File: config.mk
export PLATFORM = sky130hd
export DESIGN_NAME = vector_gcd_normalizer_top
export DESIGN_NICKNAME = d
export VERILOG_FILES = /design/src/vgn_pkg.sv /design/src/vgn_front.sv /design/src/vgn_div.sv /design/src/vgn_back.sv /design/src/vector_gcd_normalizer_top.sv
export VERILOG_INCLUDE_DIRS = /design/src /design/src/src
export SDC_FILE = /design/constraint.sdc
export NUM_CORES = 1
export LEC_CHECK = 0
export ABC_CLOCK_PERIOD_IN_PS = 5400
export BUFFER_PORTS_ARGS = -buffer_cell sky130_fd_sc_hd__buf_2
export CAP_MARGIN = 20
export CORE_ASPECT_RATIO = 0.8
export CORE_UTILIZATION = 60
export DETAILED_ROUTE_END_ITERATION = 8
export PLACE_DENSITY_LB_ADDON = 0.05
export SLEW_MARGIN = 20
export SYNTH_ARGS = -nofsm -noshare
export SYNTH_HDL_FRONTEND = slang
export SYNTH_SLANG_ARGS = --single-unit
export TNS_END_PERCENT = 1
File: constraint.sdc
create_clock -name clk_i -period 5.4 [get_ports clk_i]
set_input_delay 0.27 -clock clk_i [delete_from_list [all_inputs] [get_ports clk_i]]
set_output_delay 0.27 -clock clk_i [all_outputs]
set_load 0.005 [all_outputs]
File: src/vector_gcd_normalizer_top_defines.svh
// Assertion macros used by the vector GCD normalizer back end.
`ifndef VECTOR_GCD_NORMALIZER_TOP_DEFINES_SVH
`define VECTOR_GCD_NORMALIZER_TOP_DEFINES_SVH

// Combinational implication checked at every rising edge outside reset.
`define VGN_ASSERT_IMP(lbl, ante, cons, msg) \
  lbl: assert property (@(posedge clk_i) disable iff (!rst_ni) (ante) |-> (cons)) \
    else $error(msg);

// Implication whose consequent is checked in the cycle after the antecedent.
`define VGN_ASSERT_NXT(lbl, ante, cons, msg) \
  lbl: assert property (@(posedge clk_i) disable iff (!rst_ni) (ante) |=> (cons)) \
    else $error(msg);

`endif

File: src/vgn_pkg.sv
// Types and constants of the vector GCD normalizer.
package vgn_pkg;

  localparam int unsigned QueueDepth = 4;
  localparam int unsigned QueuePtrW  = 2;

  typedef struct packed {
    logic kind;
    logic first;
    logic close;
  } vgn_ctrl_t;

  typedef enum logic [2:0] {
    B_LOAD,
    B_GCD_NEXT,
    B_GCD_EUC,
    B_GCD_WAIT,
    B_EMIT_SEL,
    B_EMIT_WAIT,
    B_EMIT_OUT
  } vgn_state_e;

endpackage

File: src/vgn_front.sv
// Front end: accepts coefficients, marks vector boundaries and queues them.
module vgn_front import vgn_pkg::*; #(
  parameter int unsigned MAX_COLS   = 16,
  parameter int unsigned COEF_WIDTH = 32
) (
  input  logic                  clk_i,
  input  logic                  rst_ni,
  input  logic                  in_valid_i,
  output logic                  in_ready_o,
  input  logic                  kind_i,
  input  logic                  last_i,
  input  logic [COEF_WIDTH-1:0] coef_i,
  output logic                  q_valid_o,
  input  logic                  q_pop_i,
  output vgn_ctrl_t             q_ctrl_o,
  output logic [COEF_WIDTH-1:0] q_coef_o
);

  localparam int unsigned CW = $clog2(MAX_COLS + 1);

  logic [CW-1:0]          cnt_q, cnt_d;
  vgn_ctrl_t              ctrl_mem_q [QueueDepth];
  logic [COEF_WIDTH-1:0]  coef_mem_q [QueueDepth];
  logic [QueuePtrW-1:0]   wr_q, wr_d, rd_q, rd_d;
  logic [QueuePtrW:0]     fill_q, fill_d;
  logic                   push, pop;
  vgn_ctrl_t              ctrl_in;

  assign in_ready_o = (fill_q != (QueuePtrW + 1)'(QueueDepth));
  assign push       = in_valid_i && in_ready_o;
  assign q_valid_o  = (fill_q != '0);
  assign pop        = q_pop_i && q_valid_o;
  assign q_ctrl_o   = ctrl_mem_q[rd_q];
  assign q_coef_o   = coef_mem_q[rd_q];

  // A vector closes on last or when it reaches the maximum length.
  always_comb begin
    ctrl_in.kind  = kind_i;
    ctrl_in.first = (cnt_q == '0);
    ctrl_in.close = last_i || (cnt_q == CW'(MAX_COLS - 1));
    cnt_d  = cnt_q;
    if (push) begin
      cnt_d = ctrl_in.close ? '0 : cnt_q + 1'b1;
    end
    wr_d   = push ? wr_q + 1'b1 : wr_q;
    rd_d   = pop ? rd_q + 1'b1 : rd_q;
    fill_d = fill_q + (QueuePtrW + 1)'(push) - (QueuePtrW + 1)'(pop);
  end

  always_ff @(posedge clk_i or negedge rst_ni) begin
    if (!rst_ni) begin
      cnt_q  <= '0;
      wr_q   <= '0;
      rd_q   <= '0;
      fill_q <= '0;
    end else begin
      cnt_q  <= cnt_d;
      wr_q   <= wr_d;
      rd_q   <= rd_d;
      fill_q <= fill_d;
    end
  end

  always_ff @(posedge clk_i) begin
    if (push) begin
      ctrl_mem_q[wr_q] <= ctrl_in;
      coef_mem_q[wr_q] <= coef_i;
    end
  end

endmodule

File: src/vgn_div.sv
// Restoring divider that produces one quotient bit per cycle.
module vgn_div #(
  parameter int unsigned COEF_WIDTH = 32
) (
  input  logic                  clk_i,
  input  logic                  rst_ni,
  input  logic                  start_i,
  input  logic [COEF_WIDTH-1:0] dividend_i,
  input  logic [COEF_WIDTH-1:0] divisor_i,
  output logic                  busy_o,
  output logic                  done_o,
  output logic [COEF_WIDTH-1:0] quotient_o,
  output logic [COEF_WIDTH-1:0] remainder_o
);

  localparam int unsigned NW = $clog2(COEF_WIDTH + 1);

  logic [NW-1:0]         cnt_q, cnt_d;
  logic                  busy_q, busy_d, done_q, done_d;
  logic [COEF_WIDTH-1:0] quo_q, quo_d, rem_q, rem_d, dvs_q, dvs_d;
  logic [COEF_WIDTH:0]   trial;

  assign trial       = {rem_q, quo_q[COEF_WIDTH-1]};
  assign busy_o      = busy_q;
  assign done_o      = done_q;
  assign quotient_o  = quo_q;
  assign remainder_o = rem_q;

  always_comb begin
    cnt_d  = cnt_q;
    busy_d = busy_q;
    done_d = 1'b0;
    quo_d  = quo_q;
    rem_d  = rem_q;
    dvs_d  = dvs_q;
    if (start_i) begin
      quo_d  = dividend_i;
      rem_d  = '0;
      dvs_d  = divisor_i;
      cnt_d  = NW'(COEF_WIDTH);
      busy_d = 1'b1;
    end else if (busy_q) begin
      if (trial >= {1'b0, dvs_q}) begin
        rem_d = COEF_WIDTH'(trial - {1'b0, dvs_q});
        quo_d = {quo_q[COEF_WIDTH-2:0], 1'b1};
      end else begin
        rem_d = trial[COEF_WIDTH-1:0];
        quo_d = {quo_q[COEF_WIDTH-2:0], 1'b0};
      end
      cnt_d = cnt_q - 1'b1;
      if (cnt_q == NW'(1)) begin
        busy_d = 1'b0;
        done_d = 1'b1;
      end
    end
  end

  always_ff @(posedge clk_i or negedge rst_ni) begin
    if (!rst_ni) begin
      cnt_q  <= '0;
      busy_q <= 1'b0;
      done_q <= 1'b0;
    end else begin
      cnt_q  <= cnt_d;
      busy_q <= busy_d;
      done_q <= done_d;
    end
  end

  always_ff @(posedge clk_i) begin
    quo_q <= quo_d;
    rem_q <= rem_d;
    dvs_q <= dvs_d;
  end

endmodule

File: src/vgn_back.sv
// Back end: stores a vector, finds the GCD of counted magnitudes, emits it divided.
module vgn_back import vgn_pkg::*; #(
  parameter int unsigned MAX_COLS   = 16,
  parameter int unsigned COEF_WIDTH = 32
) (
  input  logic                  clk_i,
  input  logic                  rst_ni,
  input  logic                  q_valid_i,
  output logic                  q_pop_o,
  input  vgn_ctrl_t             q_ctrl_i,
  input  logic [COEF_WIDTH-1:0] q_coef_i,
  output logic                  out_valid_o,
  input  logic                  out_ready_i,
  output logic [COEF_WIDTH-1:0] out_coef_o,
  output logic                  out_changed_o,
  output logic [COEF_WIDTH-1:0] out_divisor_o,
  output logic                  out_last_o
);
  `include "vector_gcd_normalizer_top_defines.svh"

  localparam int unsigned CW = $clog2(MAX_COLS + 1);
  localparam int unsigned IW = (MAX_COLS > 1) ? $clog2(MAX_COLS) : 1;

  vgn_state_e            state_q, state_d;
  logic [COEF_WIDTH-1:0] store_q [MAX_COLS];
  logic [CW-1:0]         n_q, n_d, idx_q, idx_d;
  logic                  mode_q, mode_d;
  logic [COEF_WIDTH-1:0] g_q, g_d, a_q, a_d, b_q, b_d, res_q, res_d;
  logic                  neg_q, neg_d;
  logic                  ov_q, ov_d, ochg_q, ochg_d, olast_q, olast_d;
  logic [COEF_WIDTH-1:0] ores_q, ores_d, odiv_q, odiv_d;
  logic [COEF_WIDTH-1:0] cur, cur_mag;
  logic                  divide, counted, wr_en, out_free;
  logic [IW-1:0]         wr_idx;
  logic                  div_start, div_busy, div_done;
  logic [COEF_WIDTH-1:0] div_a, div_b, div_quo, div_rem;

  assign cur      = store_q[idx_q[IW-1:0]];
  assign cur_mag  = cur[COEF_WIDTH-1] ? (~cur + 1'b1) : cur;
  assign divide   = (g_q > COEF_WIDTH'(1));
  assign counted  = mode_q || (idx_q != '0);
  assign out_free = !ov_q || out_ready_i;
  assign wr_idx   = q_ctrl_i.first ? '0 : n_q[IW-1:0];

  vgn_div #(.COEF_WIDTH(COEF_WIDTH)) u_div (
    .clk_i       (clk_i),
    .rst_ni      (rst_ni),
    .start_i     (div_start),
    .dividend_i  (div_a),
    .divisor_i   (div_b),
    .busy_o      (div_busy),
    .done_o      (div_done),
    .quotient_o  (div_quo),
    .remainder_o (div_rem)
  );

  // Next state.
  always_comb begin
    state_d = state_q;
    unique case (state_q)
      B_LOAD: begin
        if (q_valid_i && q_ctrl_i.close) state_d = B_GCD_NEXT;
      end
      B_GCD_NEXT: state_d = (idx_q == n_q) ? B_EMIT_SEL : B_GCD_EUC;
      B_GCD_EUC:  state_d = (b_q == '0) ? B_GCD_NEXT : B_GCD_WAIT;
      B_GCD_WAIT: begin
        if (div_done) state_d = B_GCD_EUC;
      end
      B_EMIT_SEL: state_d = (divide && counted) ? B_EMIT_WAIT : B_EMIT_OUT;
      B_EMIT_WAIT: begin
        if (div_done) state_d = B_EMIT_OUT;
      end
      B_EMIT_OUT: begin
        if (out_free) state_d = (idx_q + 1'b1 == n_q) ? B_LOAD : B_EMIT_SEL;
      end
      default: state_d = B_LOAD;
    endcase
  end

  // Datapath and outputs.
  always_comb begin
    n_d = n_q; idx_d = idx_q; mode_d = mode_q; g_d = g_q; a_d = a_q; b_d = b_q;
    res_d = res_q; neg_d = neg_q;
    ov_d = ov_q && !out_ready_i;
    ores_d = ores_q; ochg_d = ochg_q; odiv_d = odiv_q; olast_d = olast_q;
    q_pop_o = 1'b0; wr_en = 1'b0;
    div_start = 1'b0; div_a = a_q; div_b = b_q;
    unique case (state_q)
      B_LOAD: begin
        if (q_valid_i) begin
          q_pop_o = 1'b1;
          wr_en   = 1'b1;
          n_d     = q_ctrl_i.first ? CW'(1) : n_q + 1'b1;
          if (q_ctrl_i.first) mode_d = q_ctrl_i.kind;
          if (q_ctrl_i.close) begin
            idx_d = (q_ctrl_i.first ? q_ctrl_i.kind : mode_q) ? '0 : CW'(1);
            g_d   = '0;
          end
        end
      end
      B_GCD_NEXT: begin
        if (idx_q == n_q) begin
          idx_d = '0;
        end else begin
          a_d   = g_q;
          b_d   = cur_mag;
          idx_d = idx_q + 1'b1;
        end
      end
      B_GCD_EUC: begin
        if (b_q == '0) begin
          g_d = a_q;
        end else begin
          div_start = 1'b1;
        end
      end
      B_GCD_WAIT: begin
        if (div_done) begin
          a_d = b_q;
          b_d = div_rem;
        end
      end
      B_EMIT_SEL: begin
        res_d = cur;
        neg_d = cur[COEF_WIDTH-1];
        if (divide && counted) begin
          div_start = 1'b1;
          div_a     = cur_mag;
          div_b     = g_q;
        end
      end
      B_EMIT_WAIT: begin
        if (div_done) res_d = neg_q ? (~div_quo + 1'b1) : div_quo;
      end
      B_EMIT_OUT: begin
        if (out_free) begin
          ov_d    = 1'b1;
          ores_d  = res_q;
          ochg_d  = divide;
          odiv_d  = g_q;
          olast_d = (idx_q + 1'b1 == n_q);
          idx_d   = idx_q + 1'b1;
        end
      end
      default: ;
    endcase
  end

  always_ff @(posedge clk_i or negedge rst_ni) begin
    if (!rst_ni) begin
      state_q <= B_LOAD;
      n_q     <= '0;
      idx_q   <= '0;
      mode_q  <= 1'b0;
      g_q     <= '0;
      ov_q    <= 1'b0;
    end else begin
      state_q <= state_d;
      n_q     <= n_d;
      idx_q   <= idx_d;
      mode_q  <= mode_d;
      g_q     <= g_d;
      ov_q    <= ov_d;
    end
  end

  always_ff @(posedge clk_i) begin
    a_q     <= a_d;
    b_q     <= b_d;
    res_q   <= res_d;
    neg_q   <= neg_d;
    ores_q  <= ores_d;
    ochg_q  <= ochg_d;
    odiv_q  <= odiv_d;
    olast_q <= olast_d;
    if (wr_en) store_q[wr_idx] <= q_coef_i;
  end

  assign out_valid_o   = ov_q;
  assign out_coef_o    = ores_q;
  assign out_changed_o = ochg_q;
  assign out_divisor_o = odiv_q;
  assign out_last_o    = olast_q;

  `VGN_ASSERT_IMP(a_wait_has_div, (state_q == B_GCD_WAIT || state_q == B_EMIT_WAIT), (div_busy || div_done), "waiting with no division running")
  `VGN_ASSERT_IMP(a_count_range, 1'b1, (n_q <= CW'(MAX_COLS)), "element count beyond capacity")
  `VGN_ASSERT_IMP(a_changed_gcd, (ov_q && ochg_q), (odiv_q > COEF_WIDTH'(1)), "changed flag without divisor above one")
  `VGN_ASSERT_NXT(a_start_busy, div_start, div_busy, "divider did not start")

endmodule

File: src/vector_gcd_normalizer_top.sv
// Top level of the vector GCD normalizer: front queue plus GCD and division engine.
// Coefficients stream in one per transfer (tuser carries the mode on the first one,
// tlast closes the vector, as does the MAX_COLS-th element). Loading accepts one
// transfer per cycle into a four-entry queue while it has room; the engine then
// computes the GCD of the counted magnitudes by Euclid's algorithm on a shared
// bit-serial divider and, if the GCD exceeds one, divides each counted
// coefficient exactly on the same divider; other elements leave without a
// division. The divider is what sets the throughput. Results leave through an
// output register, so the engine can prepare the next result while one waits
// for the downstream side, but it stalls until the register is free to emit it.
module vector_gcd_normalizer_top import vgn_pkg::*; #(
  parameter int unsigned MAX_COLS   = 16,
  parameter int unsigned COEF_WIDTH = 32
) (
  input  logic                                      clk_i,
  input  logic                                      rst_ni,
  input  logic                                      s_axis_tvalid_i,
  output logic                                      s_axis_tready_o,
  // [COEF_WIDTH-1:0] coefficient, zero padding above.
  input  logic [((COEF_WIDTH+7)/8)*8-1:0]           s_axis_tdata_i,
  // [0] kind.
  input  logic                                      s_axis_tuser_i,
  input  logic                                      s_axis_tlast_i,
  output logic                                      m_axis_tvalid_o,
  input  logic                                      m_axis_tready_i,
  // [COEF_WIDTH-1:0] result_coefficient, [2*COEF_WIDTH-1:COEF_WIDTH] divisor, padding.
  output logic [((2*COEF_WIDTH+7)/8)*8-1:0]         m_axis_tdata_o,
  // [0] changed.
  output logic                                      m_axis_tuser_o,
  output logic                                      m_axis_tlast_o
);

  localparam int unsigned OutW = ((2 * COEF_WIDTH + 7) / 8) * 8;

  logic                  q_valid, q_pop;
  vgn_ctrl_t             q_ctrl;
  logic [COEF_WIDTH-1:0] q_coef, res_coef, res_div;

  vgn_front #(.MAX_COLS(MAX_COLS), .COEF_WIDTH(COEF_WIDTH)) u_front (
    .clk_i      (clk_i),
    .rst_ni     (rst_ni),
    .in_valid_i (s_axis_tvalid_i),
    .in_ready_o (s_axis_tready_o),
    .kind_i     (s_axis_tuser_i),
    .last_i     (s_axis_tlast_i),
    .coef_i     (s_axis_tdata_i[COEF_WIDTH-1:0]),
    .q_valid_o  (q_valid),
    .q_pop_i    (q_pop),
    .q_ctrl_o   (q_ctrl),
    .q_coef_o   (q_coef)
  );

  vgn_back #(.MAX_COLS(MAX_COLS), .COEF_WIDTH(COEF_WIDTH)) u_back (
    .clk_i         (clk_i),
    .rst_ni        (rst_ni),
    .q_valid_i     (q_valid),
    .q_pop_o       (q_pop),
    .q_ctrl_i      (q_ctrl),
    .q_coef_i      (q_coef),
    .out_valid_o   (m_axis_tvalid_o),
    .out_ready_i   (m_axis_tready_i),
    .out_coef_o    (res_coef),
    .out_changed_o (m_axis_tuser_o),
    .out_divisor_o (res_div),
    .out_last_o    (m_axis_tlast_o)
  );

  // Divisor above the result coefficient; any padding bits read as zero.
  assign m_axis_tdata_o = OutW'({res_div, res_coef});

endmodule
==> metrics.md, run 1 <==
| Metric | Value |
|---|---|
| First-pass GRT wire length | 148 mm |
| Clk sinks | 978 |
| Ys async rst share | 0.0685 |
| R2R Path End | u_back.u_div.quotient_o[29]$_DFFE_PP_ |
| Min Tclk post-route | 4.62 ns |
| Routed Antenna Nets | 0 |
| Flops & latches, synth | 978 |
| RSZ-0062 raised after global routing | false |
| Slew Viols, Final | 0 |
| Critical path cell sequence | buf_4, mux4_2, mux4_2, nor4_2, nand2_1, nor4_4, nand4_1, o31ai_2, xor2_1, a21oi_1 |
| WP data required | 5.77 ns |
| Layout area overhead | 12.4% |
| CORE AREA | 0.0676 sq mm |
| Switch share | 0.211 |
| Port Buf Inserts | 105 |
| Chip height | 236 um |
| Synth Area in Compound Gates | 0.0752 |
| Placer Congestion | 0.873 |
| Die W | 295 um |
| Total Routing Usage GR | 0.287 |
| Fin nets | 2983 |
| Clock power share | 0.412 |
| Reg power frac | 0.550 |
| Critical Path Max Stage Delay | 1.03 ns |
| Crit path capture type | flop |
| Synth area leader | edfxtp_1 |
| EDFF count, synth | 879 |
| R2r startpoint | u_back.idx_q[2]$_DFFE_PN0P_ |
| HP Start | s_axis_tvalid_i |
| Die ar. | 0.0698 sq mm |
| Hold Path Stages | 3 |
| Peak supply drop | 0.605 mV |
| Worst min path class | primary input to flop |
| Run status | complete, no violations |
| Hold endpoint | u_front.cnt_q[4]$_DFFE_PN0P_ |
| Pin count of the biggest net entering global routing | 96 |
| Crit path kind | flop to flop |
| Most used DFF post-synth | edfxtp_1 |
| Worst-Skew Late Latency | 0.65 ns |
| Slew HR | 0.260 |
| Combinational group share of total power | 0.038 |
| Crit path top cell by count | mux4_2 |
| Total of max-cap violations | 0 |
| Post-Place Setup Slack | 0.820 ns |
| Slowest CP cell | dfrtp_2 |
| Synth top area share | 0.640 |
| Clock Skews | 0.0164 ns |
| Worst Path Max Fanout | 38 |
| Root Driver | clkbuf_16 |
| Row count | 85 |
| H-tree levels | 3 |
| Initial antenna violation count | 0 |
| Fraction of layout cells with a size suffix above 1 | 0.168 |
| Most common cell in the netlist | edfxtp_1 |
| Crit path buf inv count | 1 |
| DP Wirelength | 62.0 mm |
| PnR worst setup slack | 0.775 ns |
| Largest delay share family, worst path | simple AND/OR/NAND/NOR gates |
| Fin util | 0.685 |
| XOR/XNOR Fraction of Synth Area | 0.0210 |
| Adder-cell share of the synthesized area | 0.0155 |
| Cell Area, Synth | 0.0412 sq mm |
| Mean Syn Cell Area | 15.1 sq um |
| Most frequent cells after synthesis | 879 x edfxtp_1, 378 x nand2_1, 177 x o21ai_0, 135 x mux4_2, 109 x nor2_1 |
| Largest family of logic cells by synthesized area | multiplexers |
| Worst-Margin Slew | 1.11 ns |
| Final Cycle Share | 0.856 |
| Post-synthesis cell type count | 73 |
| Final Hold Viols | 0 |
| Number of diodes | 0 |
| Number of global-route vias before repair | 24100 |
| Sequential area share after synthesis | 0.697 |
| GRT Residual Overflow | 0 |
| WHS | 0.0590 ns |
| Critical path depth | 10 |
| DRT Pass-1 Iters | 6 |
| Pleak | 15.9 nW |
| Tot Pwr | 15.8 mW |
| P_int | 12.5 mW |
| Remaining DRCs | 0 |
| Clk buf depth | 3 |
| Largest cells by area after synthesis | edfxtp_1 64%, mux4_2 7.4%, dfrtp_1 4.1% |
| Initial Utilization | 0.609 |
| Ys Warns | 0 |
| Final setup viols | 0 |
| CP Launch Type | flop |
| Inserted Clock Buffers | 92 |
| Multiplexer area fraction after synthesis | 0.0966 |
| Pwr Density | 341 mW/mm^2 |
| Via count | 24700 |
| CTS tree | done |
| IO Count | 106 |
| Total negative slack | 0 ns |
| Flop2flop setup slack | 0.78 ns |
| Worst-path clk slew | 0.07 ns |
| Footprint of the multi-input gates | 0.0118 sq mm |
| Syn nets | 2822 |
| Post-CTS Setup Bufs | 0 |
| Via density | 6.38 |
| Total Wirelength | 98.7 mm |
| Reg2reg path depth | 10 |
| Average wire per standard cell | 25.5 um |
| Sequential standard cell area | 0.0287 sq mm |
| Post-Synth Simple-Gate Area | 0.0734 |
| Gate Count Post-Synth | 2734 |
| Sw Pwr | 3.33 mW |
| First DRT Iteration DRCs | 2856 |
| Fmax | 216 MHz |
| Crit path DAT | 4.99 ns |
| Fillcell total | 4612 |
[timing repair]
item                                   in CTS  in global routing
endpoints found under the hold margin     204                  0
resized for setup                           0                  0
hold buffers                               36                  0
[worst min-delay path, cell delays in order]
cell	delay (ns)
buf_2	0.12
nand2_1	0.16
o31ai_1	0.10
[state kept, by name, summed over array words and instances, names as in the netlist, 2 cells and up]
signal / count
u_back.u_div.dvs_q: 32
u_back.state_q: 3
u_back.u_div.remainder_o: 32
u_back.idx_q: 5
u_front.cnt_q: 5
u_back.g_q: 32
u_front.wr_q: 2
u_back.a_q: 32
u_back.store_q: 512
u_back.u_div.quotient_o: 32
u_back.out_divisor_o: 32
u_back.b_q: 32
u_back.out_coef_o: 32
u_front.fill_q: 3
u_back.u_div.cnt_q: 6
u_front.rd_q: 2
u_back.n_q: 5
u_front.coef_mem_q: 128
u_back.res_q: 32
u_front.ctrl_mem_q: 12
[stage by stage]
step,cell area (sq um),cells
floorplan,41200,2734
global placement,43000,3677
detailed placement,43000,3677
CTS,46300,3875
global route,46300,3876
finish,46300,3876
[routing by layer]
| layer | up-vias | wire length [um] | track usage | part of all wire |
|---|---|---|---|---|
| li1 | 10800 | - | - | - |
| met1 | 12700 | 44100 | 0.452 | 0.45 |
| met2 | 1049 | 45000 | 0.430 | 0.46 |
| met3 | 142 | 7740 | 0.0414 | 0.078 |
| met4 | 0 | 1870 | 0.0617 | 0.019 |
| met5 | - | 0 | 0 | 0 |
[final cells by class]
type	instances	area share
flip-flops and latches	978	0.620
multi-input cells	1550	0.255
clock buffers	109	0.0515
repair buffers	204	0.0310
well taps	913	0.0247
clock inverters	53	0.0129
inverters	69	0.00559
[worst max path at each step]
stage / to / slack, ns / from
6_report: u_back.u_div.quotient_o[29]$_DFFE_PP_ / 0.78 / u_back.idx_q[2]$_DFFE_PN0P_
5_1_grt: u_back.u_div.quotient_o[29]$_DFFE_PP_ / 0.53 / u_back.idx_q[2]$_DFFE_PN0P_
4_1_cts: u_back.u_div.quotient_o[29]$_DFFE_PP_ / 0.80 / u_back.idx_q[2]$_DFFE_PN0P_
3_5_place_dp: u_back.u_div.quotient_o[29]$_DFFE_PP_ / 0.82 / u_back.idx_q[2]$_DFFE_PN0P_
3_3_place_gp: u_back.u_div.quotient_o[29]$_DFFE_PP_ / 1.00 / u_back.idx_q[2]$_DFFE_PN0P_
2_1_floorplan: u_back.store_q[4][0]$_DFFE_PP_ / 0.83 / u_front.rd_q[0]$_DFFE_PN0P_
[power groups by stage]
stage	Combinational, mW	Sequential [mW]	Clock [mW]
floorplan	0.330	8.83	0
global placement	0.550	8.84	0
detailed placement	0.588	8.86	0
CTS	0.610	8.70	6.58
global route	0.661	8.71	6.86
finish	0.607	8.69	6.51
[layout by cell type, fill, tap and decap left out, drive strengths merged, types with 47 or more instances in the layout]
master | netlist | final
xor2 | 52 | 52
clkbuf | 90 | 109
edfxtp | 879 | 879
a21oi | 97 | 97
xnor2 | 47 | 47
buf | 47 | 168
inv | 67 | 71
nand2 | 378 | 378
mux2i | 92 | 92
dfrtp | 67 | 67
ha | 48 | 48
mux4 | 135 | 135
nor2 | 109 | 109
o21ai | 193 | 193
[kinds of logic (layout without fill, tap and decap cells)]
family                     after synthesis  count (layout)
and+or+nand+nor                        675             675
DFF                                    978             978
xor gates and xnor gates                99              99
AOI/OAI and AO/OA                      497             497
buffers and inverters                  206             435
adders and majority gates               50              50
muxes                                  229             229
No activity file was read; power rests on OpenSTA's default activity.
==> run 2: changes to the inputs <==
- SYNTH_HIERARCHICAL: default -> 1
==> run 2 against run 1 <==
Effect of this change:
- critical path depth up 1
- clock power increased by 2%
- total power rose by 80%
- non-clock buffer count increased by 1
- sequential power rose by 32%
- die area up 2.4%
- worst setup slack better by 0.073 ns
- largest power group unchanged
- highest routed layer is now met5
==> metrics.md, run 2 <==
| Metric | Value |
|---|---|
| Clk buf depth | 3 |
| Initial antenna violation count | 6 |
| Final non-filler cell total | 3927 |
| Die W | 299 um |
| H-tree levels | 3 |
| Via count | 25500 |
| Gate Count Post-Synth | 2767 |
| Reg2reg path depth | 11 |
| Final Hold Viols | 0 |
| CTS tree | done |
| Reg power frac | 0.406 |
| Largest cells by area after synthesis | edfxtp_1 63%, mux4_2 6.7%, dfrtp_1 4.0% |
| Pin count of the biggest net entering global routing | 103 |
| Most used DFF post-synth | edfxtp_1 |
| Largest reg by FF count | u_back/store_q |
| Worst-path clk slew | 0.06 ns |
| Total negative slack | 0 ns |
| GR Util met2 | 0.425 |
| Worst min path class | primary input to flop |
| Ys async rst share | 0.0685 |
| Inserted Clock Buffers | 94 |
| Remaining DRCs | 0 |
| Initial Utilization | 0.610 |
| Crit path kind | flop to flop |
| Fmax | 220 MHz |
| EDFF count, synth | 879 |
| P_int | 18.1 mW |
| Sequential standard cell area | 0.0287 sq mm |
| WP data required | 5.81 ns |
| Most frequent cells in the layout | 879 x edfxtp_1, 262 x nand2_1, 142 x nor2_1, 126 x mux4_2, 115 x mux2i_1 |
| Clock power share | 0.233 |
| Placed cells | 3710 |
| Peak supply drop | 0.421 mV |
| Crit path DAT | 4.96 ns |
| Biggest regs | u_back/store_q (512), u_front/coef_mem_q (128) |
| Placer Congestion | 0.910 |
| Layout area overhead | 12.0% |
| CP endpoint | u_back/u_div/quotient_o[26]$_DFFE_PP_ |
| PnR worst setup slack | 0.848 ns |
| Final setup viols | 0 |
| RSZ-0062 raised after global routing | false |
| Flop2flop setup slack | 0.85 ns |
| Footprint of the multi-input gates | 0.0126 sq mm |
| Synth top area share | 0.625 |
| Average wire per standard cell | 27.8 um |
| First DRT Iteration DRCs | 3263 |
| Worst Path Max Fanout | 40 |
| R2r startpoint | u_back/idx_q[2]$_DFFE_PN0P_ |
| Run status | complete, no violations |
| Crit. Startpoint | u_back/idx_q[2]$_DFFE_PN0P_ |
| Sequential area share after synthesis | 0.680 |
| Fin nets | 3007 |
| Hold Path Stages | 3 |
| Total Wirelength | 109 mm |
| Syn nets | 2855 |
| GRT met3 Usage | 0.0855 |
| Most common cell after layout, fill and taps aside | edfxtp_1 |
| Row count | 86 |
| Most frequent cells after synthesis | 879 x edfxtp_1, 262 x nand2_1, 154 x nor2_1, 126 x mux4_2, 115 x mux2i_1 |
| Worst-Margin Slew | 1.10 ns |
| Final Cycle Share | 0.843 |
| R2R Path End | u_back/u_div/quotient_o[26]$_DFFE_PP_ |
| Port Buf Inserts | 105 |
| Die ar. | 0.0714 sq mm |
| Root Driver | clkbuf_16 |
| Combinational group share of total power | 0.361 |
| Most common cell in the netlist | edfxtp_1 |
| Met1 Resource Use GR | 0.487 |
| Flops & latches, synth | 978 |
| GR peak layer | met1 |
| Slew Viols, Final | 0 |
| Via density | 6.49 |
| Sw Pwr | 10.3 mW |
| DP Wirelength | 71.8 mm |
| Min Tclk post-route | 4.55 ns |
| PostCTS Resize Cnt | 0 |
| Mean Syn Cell Area | 15.3 sq um |
| Crit path capture type | flop |
| Slew HR | 0.266 |
| Clk sinks | 978 |
| CORE AREA | 0.0692 sq mm |
| Number of global-route vias before repair | 24300 |
| Routed Antenna Nets | 0 |
| Synth area leader | edfxtp_1 |
| Fraction of layout cells with a size suffix above 1 | 0.198 |
| DRT Pass-1 Iters | 8 |
| Fillcell total | 4694 |
| Clock Skews | 0.0333 ns |
| Pwr Density | 601 mW/mm^2 |
| Switch share | 0.364 |
| Total of max-cap violations | 0 |
| Post-synthesis cell type count | 89 |
| Total Routing Usage GR | 0.309 |
| Cell Area, Synth | 0.0422 sq mm |
| Chip height | 239 um |
| IO Count | 106 |
| Post-Place Setup Slack | 0.950 ns |
| Worst-Skew Late Latency | 0.68 ns |
| Flip-flop count of the largest register after layout | 512 |
| Pleak | 16.8 nW |
| Ys Warns | 6 |
| CP Launch Type | flop |
| First-pass GRT wire length | 160 mm |
| GRT Residual Overflow | 0 |
==> run 2: changes by cell type after synthesis, moves of 18 or more <==
cell / previous run / this run
nand2_1: 378 / 262
nor2_1: 109 / 154
mux2_2: 2 / 83
a22o_1: 8 / 42
a221oi_1: 41 / 1
mux2i_1: 92 / 115
buf_2: 24 / 42
o21ai_0: 177 / 114
==> run 2: cell type report <==
cell class / count / share of cell area
sequential: 978 / 0.607
multi-input combinational: 1574 / 0.267
clock buffer: 113 / 0.0526
timing repair buffer: 205 / 0.0301
tap: 924 / 0.0244
clock inverter: 61 / 0.0133
inverter: 66 / 0.00524
antenna: 6 / 0.000317
==> run 2: repair_timing <==
| action | in CTS | in global routing |
|---|---|---|
| setup buffers | 0 | 0 |
| hold endpoints to repair | 154 | 0 |
| hold buffers | 37 | 0 |
==> run 2: per-layer routing <==
layer,part of all wire,wire [um]
met2,0.42,45700
met4,0.018,1980
met1,0.45,48900
met3,0.12,12800
met5,0.00012,13
==> run 2: power by group through the flow <==
stage	Clock, mW	Sequential [mW]	Combinational [mW]
2_1_floorplan	0	11.2	7.06
3_3_place_gp	0	11.6	9.83
3_5_place_dp	0	11.7	10.0
4_1_cts	6.70	11.5	10.1
5_1_grt	6.99	11.6	11.0
6_report	6.63	11.5	10.3
==> run 2: through the flow <==
stage	utilization	hold slack [ns]	power [mW]	cell area [sq um]
global route	0.683	0.0360	29.6	47300
global placement	0.633	0.213	21.4	43800
detailed placement	0.633	0.210	21.7	43800
CTS	0.683	0.00130	28.3	47300
floorplan	-	-0.0256	18.3	42200
finish	0.684	0.0287	28.4	47300
==> run 2: kinds of logic (layout without fill, tap and decap cells) <==
| kind of cell | Yosys count | after routing | share of synthesized area |
|---|---|---|---|
| AO/OA/AOI/OAI | 477 | 477 | 0.0739 |
| adder cells (fa/ha/maj) | 50 | 50 | 0.0152 |
| other | 0 | 6 | 0 |
| multiplexers | 326 | 326 | 0.117 |
| flip-flops | 978 | 978 | 0.680 |
| AND/OR/NAND/NOR | 626 | 626 | 0.0691 |
| XOR/XNOR | 95 | 95 | 0.0197 |
| buffers and inverters | 215 | 445 | 0.0246 |
==> run 2: how the worst min path moves through the flow <==
stage	startpoint	end	slack, ns
2_1_floorplan	rst_ni	u_back/g_q[0]$_DFFE_PN0P_	-0.03
6_report	s_axis_tvalid_i	u_front/cnt_q[2]$_DFFE_PN0P_	0.03
3_3_place_gp	rst_ni	u_back/g_q[7]$_DFFE_PN0P_	0.21
3_5_place_dp	rst_ni	u_back/g_q[7]$_DFFE_PN0P_	0.21
4_1_cts	s_axis_tvalid_i	u_front/cnt_q[2]$_DFFE_PN0P_	0.001
5_1_grt	s_axis_tvalid_i	u_front/cnt_q[3]$_DFFE_PN0P_	0.04
==> run 2: critical path, stage by stage (launching register included) <==
cell     delay, ns
dfrtp_4       0.83
mux4_2        0.40
mux2_2        0.32
o21ai_0       0.51
ha_1          0.29
o21ai_0       0.19
nor3_1        0.24
and3_1        0.58
a21oi_1       0.17
xnor2_1       0.28
o21ai_0       0.18
mux2_2        0.30
